**config.mk**
```make
export PLATFORM = sky130hd
export DESIGN_NAME = md5_hex_digest_extractor_top
export DESIGN_NICKNAME = d
export VERILOG_FILES = /design/src/hw/rtl/md5hx_pkg.sv /design/src/hw/rtl/md5hx_scan.sv /design/src/hw/rtl/md5hx_out_buf.sv /design/src/hw/rtl/md5hx_hex_digest_extractor_top.sv
export SDC_FILE = /design/constraint.sdc
export NUM_CORES = 1
export LEC_CHECK = 0
export BUFFER_PORTS_ARGS = -buffer_cell sky130_fd_sc_hd__buf_4
export CAP_MARGIN = 10
export CELL_PAD_IN_SITES_DETAIL_PLACEMENT = 1
export CELL_PAD_IN_SITES_GLOBAL_PLACEMENT = 1
export CORE_AREA = 3 3 177 179
export DETAILED_ROUTE_END_ITERATION = 10
export DIE_AREA = 0 0 180 182
export PLACE_DENSITY_LB_ADDON = 0.1
export SYNTH_ARGS = -nofsm -noshare
export SYNTH_HDL_FRONTEND = slang
export SYNTH_SLANG_ARGS = --single-unit
```
**constraint.sdc**
```tcl
create_clock -name i_clk -period 11.3 [get_ports i_clk]
set_clock_uncertainty 0.1 [all_clocks]
set_input_delay 0.565 -clock i_clk [delete_from_list [all_inputs] [get_ports i_clk]]
set_output_delay 0.565 -clock i_clk [all_outputs]
set_load 0.02 [all_outputs]
```
**src/hw/rtl/md5hx_pkg.sv**
```systemverilog
package md5hx_pkg;

    localparam int unsigned CharWidth    = 8;
    localparam int unsigned HalfWidth    = 64;
    localparam int unsigned MarkerLen    = 5;
    localparam int unsigned ProgWidth    = 3;
    localparam int unsigned CountWidth   = 6;
    localparam int unsigned DigestDigits = 32;
    localparam int unsigned DigitsPerHalf = 16;
    localparam int unsigned OutDataWidth = 136;

    localparam logic [CharWidth-1:0] CharNewline = 8'h0A;
    localparam logic [CharWidth-1:0] CharM       = 8'h4D;
    localparam logic [CharWidth-1:0] CharD       = 8'h44;
    localparam logic [CharWidth-1:0] Char5       = 8'h35;
    localparam logic [CharWidth-1:0] CharEq      = 8'h3D;

    localparam logic [CountWidth-1:0] LastDigitIdx = CountWidth'(DigestDigits - 1);

    typedef struct packed {
        logic                 valid;
        logic [3:0]           value;
    } t_hex;

    typedef struct packed {
        logic                 found;
        logic [HalfWidth-1:0] first_half;
        logic [HalfWidth-1:0] second_half;
    } t_result;

    // marker character expected at a given match position
    function automatic logic [CharWidth-1:0] marker_char(input logic [ProgWidth-1:0] pos);
        logic [CharWidth-1:0] ch;
        unique case (pos)
            3'd0:    ch = CharNewline;
            3'd1:    ch = CharM;
            3'd2:    ch = CharD;
            3'd3:    ch = Char5;
            3'd4:    ch = CharEq;
            default: ch = CharNewline;
        endcase
        return ch;
    endfunction

    function automatic t_hex hex_decode(input logic [CharWidth-1:0] c);
        t_hex h;
        h.valid = 1'b0;
        h.value = 4'd0;
        if (c >= 8'h30 && c <= 8'h39) begin
            h.valid = 1'b1;
            h.value = 4'(c - 8'h30);
        end else if (c >= 8'h61 && c <= 8'h66) begin
            h.valid = 1'b1;
            h.value = 4'(c - 8'h57);
        end else if (c >= 8'h41 && c <= 8'h46) begin
            h.valid = 1'b1;
            h.value = 4'(c - 8'h37);
        end
        return h;
    endfunction

endpackage

```
**src/hw/rtl/md5hx_scan.sv**
```systemverilog
module md5hx_scan (
    input  logic                                i_clk,
    input  logic                                i_rst_n,
    input  logic                                i_step,
    input  logic [md5hx_pkg::CharWidth-1:0]     i_char,
    input  logic                                i_last,
    output md5hx_pkg::t_result                  o_result
);

    logic [md5hx_pkg::ProgWidth-1:0]  r_prog, n_prog;
    logic                             r_coll, n_coll;
    logic [md5hx_pkg::CountWidth-1:0] r_cnt, n_cnt;
    logic [md5hx_pkg::HalfWidth-1:0]  r_d0, n_d0;
    logic [md5hx_pkg::HalfWidth-1:0]  r_d1, n_d1;
    logic                             r_found, n_found;

    logic [md5hx_pkg::ProgWidth-1:0]  m_pos;
    logic [md5hx_pkg::ProgWidth-1:0]  m_pos_inc;
    logic [md5hx_pkg::ProgWidth-1:0]  m_prog;
    logic                             m_start;
    md5hx_pkg::t_hex                  hex;

    // marker matcher on the current character
    always_comb begin
        m_pos     = (r_prog < md5hx_pkg::ProgWidth'(md5hx_pkg::MarkerLen)) ? r_prog : '0;
        m_pos_inc = m_pos + md5hx_pkg::ProgWidth'(1);
        m_start   = 1'b0;
        if (i_char == md5hx_pkg::marker_char(m_pos)) begin
            if (m_pos_inc == md5hx_pkg::ProgWidth'(md5hx_pkg::MarkerLen)) begin
                m_start = 1'b1;
                m_prog  = '0;
            end else begin
                m_prog  = m_pos_inc;
            end
        end else begin
            m_prog = (i_char == md5hx_pkg::CharNewline) ? md5hx_pkg::ProgWidth'(1) : '0;
        end
    end

    assign hex = md5hx_pkg::hex_decode(i_char);

    always_comb begin
        n_prog  = r_prog;
        n_coll  = r_coll;
        n_cnt   = r_cnt;
        n_d0    = r_d0;
        n_d1    = r_d1;
        n_found = r_found;
        if (!r_found) begin
            if (r_coll && hex.valid) begin
                // first sixteen digits fill the first half
                if (r_cnt[4]) begin
                    n_d1 = {r_d1[md5hx_pkg::HalfWidth-5:0], hex.value};
                end else begin
                    n_d0 = {r_d0[md5hx_pkg::HalfWidth-5:0], hex.value};
                end
                n_cnt = r_cnt + md5hx_pkg::CountWidth'(1);
                if (r_cnt == md5hx_pkg::LastDigitIdx) begin
                    n_found = 1'b1;
                    n_coll  = 1'b0;
                end
            end else begin
                // broken candidate or plain scan: char is tried as marker
                if (r_coll) begin
                    n_coll = 1'b0;
                    n_cnt  = '0;
                    n_d0   = '0;
                    n_d1   = '0;
                end
                if (m_start) begin
                    n_coll = 1'b1;
                    n_cnt  = '0;
                    n_d0   = '0;
                    n_d1   = '0;
                end
                n_prog = m_prog;
            end
        end
    end

    always_comb begin
        o_result.found       = n_found;
        o_result.first_half  = n_found ? n_d0 : '0;
        o_result.second_half = n_found ? n_d1 : '0;
    end

    always_ff @(posedge i_clk) begin
        if (!i_rst_n || (i_step && i_last)) begin
            r_prog  <= '0;
            r_coll  <= 1'b0;
            r_cnt   <= '0;
            r_d0    <= '0;
            r_d1    <= '0;
            r_found <= 1'b0;
        end else if (i_step) begin
            r_prog  <= n_prog;
            r_coll  <= n_coll;
            r_cnt   <= n_cnt;
            r_d0    <= n_d0;
            r_d1    <= n_d1;
            r_found <= n_found;
        end
    end

endmodule

```
**src/hw/rtl/md5hx_out_buf.sv**
```systemverilog
module md5hx_out_buf (
    input  logic               i_clk,
    input  logic               i_rst_n,
    input  logic               i_load,
    input  md5hx_pkg::t_result i_result,
    input  logic               i_ready,
    output logic               o_valid,
    output md5hx_pkg::t_result o_result
);

    logic               r_valid, n_valid;
    md5hx_pkg::t_result r_result;

    always_comb begin
        n_valid = r_valid;
        if (i_load) begin
            n_valid = 1'b1;
        end else if (i_ready) begin
            n_valid = 1'b0;
        end
    end

    always_ff @(posedge i_clk) begin
        if (!i_rst_n) begin
            r_valid <= 1'b0;
        end else begin
            r_valid <= n_valid;
        end
    end

    always_ff @(posedge i_clk) begin
        if (i_load) begin
            r_result <= i_result;
        end
    end

    assign o_valid  = r_valid;
    assign o_result = r_result;

endmodule

```
**src/hw/rtl/md5hx_hex_digest_extractor_top.sv**
```systemverilog
// md5 hex digest extractor
// the slave channel takes the text one character per word: tdata[7:0] is
// the character, tlast marks the final character of the text. the block
// scans for a newline followed by "MD5=" and packs the first run of 32 hex
// digits after it (either case) into a 16-byte digest.
// the master channel gives one word per text, on its last character:
// tdata[0] found, tdata[64:1] digest bytes 0..7 (byte 0 on top),
// tdata[128:65] digest bytes 8..15 (byte 8 on top), upper bits zero.
// digest bits are zero when nothing was found.
// throughput: one character per clock while no last character is held back,
// set by the scan update between the input register and the output register.
// a result word follows its last character through the input register and
// then the output register.
// when the receiver stalls, the output register holds its word; characters
// that are not last keep flowing, and a last character waits in the input
// register until the output register is free.
// reset clears the scan state and both valid flags, not the held data.
// after each last character the scan state clears for the next text.
module md5_hex_digest_extractor_top (
    input  logic         i_clk,
    input  logic         i_rst_n,
    input  logic         s_axis_tvalid,
    output logic         s_axis_tready,
    input  logic [7:0]   s_axis_tdata,   // text_char
    input  logic         s_axis_tlast,   // end_of_text
    output logic         m_axis_tvalid,
    input  logic         m_axis_tready,
    output logic [135:0] m_axis_tdata    // found, digest_first_half, digest_second_half
);

    logic                                r_in_valid;
    logic [md5hx_pkg::CharWidth-1:0]     r_in_char;
    logic                                r_in_last;
    logic                                out_free;
    logic                                advance;
    logic                                in_take;
    md5hx_pkg::t_result                  scan_result;
    md5hx_pkg::t_result                  out_result;
    logic                                out_valid;

    assign out_free      = !out_valid || m_axis_tready;
    assign advance       = r_in_valid && (!r_in_last || out_free);
    assign s_axis_tready = !r_in_valid || advance;
    assign in_take       = s_axis_tvalid && s_axis_tready;

    always_ff @(posedge i_clk) begin
        if (!i_rst_n) begin
            r_in_valid <= 1'b0;
        end else if (in_take) begin
            r_in_valid <= 1'b1;
        end else if (advance) begin
            r_in_valid <= 1'b0;
        end
    end

    always_ff @(posedge i_clk) begin
        if (in_take) begin
            r_in_char <= s_axis_tdata;
            r_in_last <= s_axis_tlast;
        end
    end

    md5hx_scan u_scan (
        .i_clk    (i_clk),
        .i_rst_n  (i_rst_n),
        .i_step   (advance),
        .i_char   (r_in_char),
        .i_last   (r_in_last),
        .o_result (scan_result)
    );

    md5hx_out_buf u_out_buf (
        .i_clk    (i_clk),
        .i_rst_n  (i_rst_n),
        .i_load   (advance && r_in_last),
        .i_result (scan_result),
        .i_ready  (m_axis_tready),
        .o_valid  (out_valid),
        .o_result (out_result)
    );

    assign m_axis_tvalid = out_valid;
    assign m_axis_tdata  = {7'd0, out_result.second_half, out_result.first_half,
                            out_result.found};

    // a new result word only follows a last character leaving the input stage
    assert property (@(posedge i_clk) disable iff (!i_rst_n)
        $rose(m_axis_tvalid) |-> $past(advance && r_in_last))
        else $error("result word without a last character");

    // digest is zero whenever nothing was found
    assert property (@(posedge i_clk) disable iff (!i_rst_n)
        (m_axis_tvalid && !m_axis_tdata[0]) |-> (m_axis_tdata[128:1] == '0))
        else $error("digest not cleared with found low");

    // a held character is not overwritten
    assert property (@(posedge i_clk) disable iff (!i_rst_n)
        (r_in_valid && !advance) |=> (r_in_valid && $stable(r_in_char) && $stable(r_in_last)))
        else $error("input register lost a character");

    // a last character never overwrites a pending result
    assert property (@(posedge i_clk) disable iff (!i_rst_n)
        (advance && r_in_last) |-> out_free)
        else $error("result overrun");

endmodule

```
==> flow_summary.yaml <==
outcome:
  outcome: "complete, no violations"
grt:
  use_met3_pct: 2.82
  grt_max_degree: 85
  grt_pass1_wl_um: 39700
  use_met1_pct: 19.7
  antenna_found_initial: 0
  grt_pass1_vias: 6970
  grt_usage_pct: 14.6
  gr-usage-met2_pct: 24.4
  grt-ovfl-total: 0
  gr-max-usage-layer: "met2"
synthesis:
  async_flop_share_pct: 0
  ys_warn_count: 0
  synth_ff_type: "dfxtp_1"
  syn_avg_cell_area_um2: 13.8
  synth-seq-cells: 279
  synth_edf_count: 138
  ys_seq_area_share_pct: 66.7
  ys_types: 54
  syn_inst: 758
  netlist_area_um2: 10400
clock_network:
  cts_tree: "built"
  cts_resized: 0
  clock_path_buffers: 3
  clk_latency_ns: 0.54
  cts_num_sinks: 279
  cts.htree.levels: 1
  numCtsBuffers: 31
  clk_pin_slew_ns: 0.06
  postCtsHoldBufs: 0
  post_cts_buffers: 0
  root_buffer: "clkbuf_16"
floorplan:
  die_x_um: 180
  start_util_pct: 35.1
  coreArea_um2: 29700
  fp-row-count: 63
  ios: 151
  dieArea_um2: 32800
  dieHeight_um: 182
critical_path:
  worstRegToRegCells: 9
  cpMostUsedCell: "nor2_1"
  slowest_stage: "a2111oi_2"
  critPathLaunchType: "flip-flop"
  path_max_fanout: 21
  crit_chain: "inv_1 -> ha_1 -> o21bai_1 -> a2111oi_2 -> nor2_1 -> nor2_1 -> and3_1 -> and2_1 -> a22o_1"
  cp.required_ns: 11.68
  critPathCaptureType: "flip-flop"
  arrival_ns: 4.51
  cpPeakStageDelay_ns: 0.92
  criticalPathCategory: "flip-flop to flip-flop"
timing:
  rsz0062_at_grt: "no"
  setup_viol: 0
  tns_ns: 0
  final_max_slew_viol_count: 0
  max_slew_margin_pct: 24.3
  fin_ws_ns: 7.17
  period_minus_slack_ns: 4.13
  timing.hold.ws_ns: 0.102
  hold_viol: 0
  max_freq_mhz: 242
  worst_pin_slew_ns: 1.14
  post-route-period-util_pct: 36.6
power_and_ir_drop:
  internal_power_uw: 1670
  p_switching_uw: 434
  power_frac_clock_pct: 47.1
  pwr-share-comb_pct: 2.1
  pwr-share-seq_pct: 50.7
  leakage_uw: 0.00504
  sw_frac_of_total_pct: 20.6
  ir_worst_vdd_v: 0.000122
  powerDensity_nw_per_um2: 164
detailed_routing:
  drt-vias-per-instance: 5.13
  num_vias: 6680
  drcViolationCount: 0
  drt_wl_total_um: 24600
  firstDrtPassIters: 5
  post_drt_wl_per_cell_um: 18.9
  drt_iter0_drc: 495
  ant_nets: 0
hold_path:
  hold_depth: 1
  hold_path.class: "input port to flip-flop"
cells_and_area:
  final_common_cell: "a22o_1"
  finalNetCount: 909
  layout_common_cells: "a22o_1, buf_4, dfxtp_1"
  areaGrowthSynthToFinish_pct: 22.7
  antennaDiodeCount: 0
  layout-drive-gt1-share_pct: 24.1
place:
  dp_hpwl_um: 15200
  numPortBuffers: 143
  gp_congestion: 0.769
  pre_cts_slack_ns: 7.06
run:
  cap_violations: 0
==> registers in the layout, summed over array words and instances (netlist names) <==
register	cells
u_scan.r_prog	3
u_scan.r_d0	64
u_out_buf.o_result	129
r_in_last	1
u_scan.r_found	1
u_scan.r_coll	1
u_scan.r_d1	64
r_in_valid	1
r_in_char	8
u_scan.r_cnt	6
u_out_buf.o_valid	1
==> critical path: cells and delay by family (launching register included) <==
kind            cells  cell delay, ns
simple gates        4            1.76
buf+inv             1            0.23
compound gates      3            1.26
flops               1            0.49
fa+ha+maj           1            0.21
==> cells by family (layout without fill, tap and decap cells) <==
family / Yosys count / count (layout) / synth area share, %
other: 1 / 7 / 0.0359
adders and majority gates: 9 / 9 / 1.08
muxes: 5 / 5 / 0.479
AOI/OAI and AO/OA: 230 / 230 / 18.9
and+or+nand+nor: 155 / 155 / 8.61
DFF: 279 / 279 / 66.7
xor gates and xnor gates: 8 / 8 / 0.671
buffers and inverters: 71 / 218 / 3.53
==> synthesized netlist by cell type (2+ instances only) <==
| library cell | instances | area [um^2] |
|---|---|---|
| a22o_1 | 188 | 1650 |
| dfxtp_1 | 141 | 2820 |
| edfxtp_1 | 138 | 4140 |
| nor2b_1 | 64 | 400 |
| buf_2 | 28 | 140 |
| nor2_1 | 27 | 101 |
| clkbuf_1 | 15 | 56.3 |
| buf_4 | 14 | 105 |
| nand2_1 | 13 | 48.8 |
| a21oi_1 | 12 | 60.1 |
| nor3_1 | 11 | 55.1 |
| inv_1 | 10 | 37.5 |
| ha_1 | 9 | 113 |
| and2_1 | 7 | 43.8 |
| nand2b_1 | 6 | 37.5 |
| xnor2_1 | 6 | 52.6 |
| a22oi_1 | 5 | 37.5 |
| mux2i_1 | 5 | 50.1 |
| nand3_1 | 5 | 25.0 |
| a21o_1 | 3 | 22.5 |
| a221oi_1 | 3 | 26.3 |
| and3_1 | 3 | 18.8 |
| nand4_1 | 3 | 18.8 |
| o21a_1 | 3 | 22.5 |
| o21ai_0 | 3 | 15.0 |
| a21boi_0 | 2 | 15.0 |
| buf_1 | 2 | 7.51 |
| buf_6 | 2 | 22.5 |
| nor3b_1 | 2 | 15.0 |
| or2_2 | 2 | 12.5 |
| or4b_1 | 2 | 20.0 |
| xor2_1 | 2 | 17.5 |
==> per-stage QoR <==
stage               utilization (%)  cells  total power (uW)  area [um^2]
global route                   43.1   1301              2180        12800
global placement               39.6   1243              1130        11800
CTS                            43.0   1300              2130        12800
detailed placement             39.6   1243              1130        11800
floorplan                         -    764              1120        10500
finish                         43.1   1301              2100        12800
==> cell type report <==
cell class                      count  area [um^2]
Fill cell                        3014        16900
Sequential cell                   279         6970
Multi-Input combinational cell    414         3140
Timing Repair Buffer              151         1150
Clock buffer                       41          885
Tap cell                          390          488
Clock inverter                     16          140
Inverter                           10         42.5
==> final timing paths <==
kind	endpoint	startpoint	slack (ns)
worst max-delay path	u_scan.r_d1[63]	r_in_char[0]	7.17
worst max register to register	u_scan.r_d1[63]	r_in_char[0]	7.17
worst min-delay path	r_in_last	s_axis_tlast	0.10
worst min register to register	u_scan.r_d0[61]	u_scan.r_d0[61]	0.38
==> power by group through the flow <==
stage | logic, uW | registers, uW | clock network [uW]
5_1_grt | 49.8 | 1070 | 1060
4_1_cts | 45.8 | 1070 | 1020
2_1_floorplan | 28.7 | 1090 | 0
3_3_place_gp | 44.6 | 1090 | 0
3_5_place_dp | 45.8 | 1090 | 0
6_report | 44.9 | 1070 | 991
==> routing by layer <==
layer	vias to the layer above	share of wire, %
met2	128	48
li1	3144	-
met1	3386	47
met4	0	1.6
met5	-	0
met3	22	4.2
Note: power is estimated with default switching activity, not from simulation.
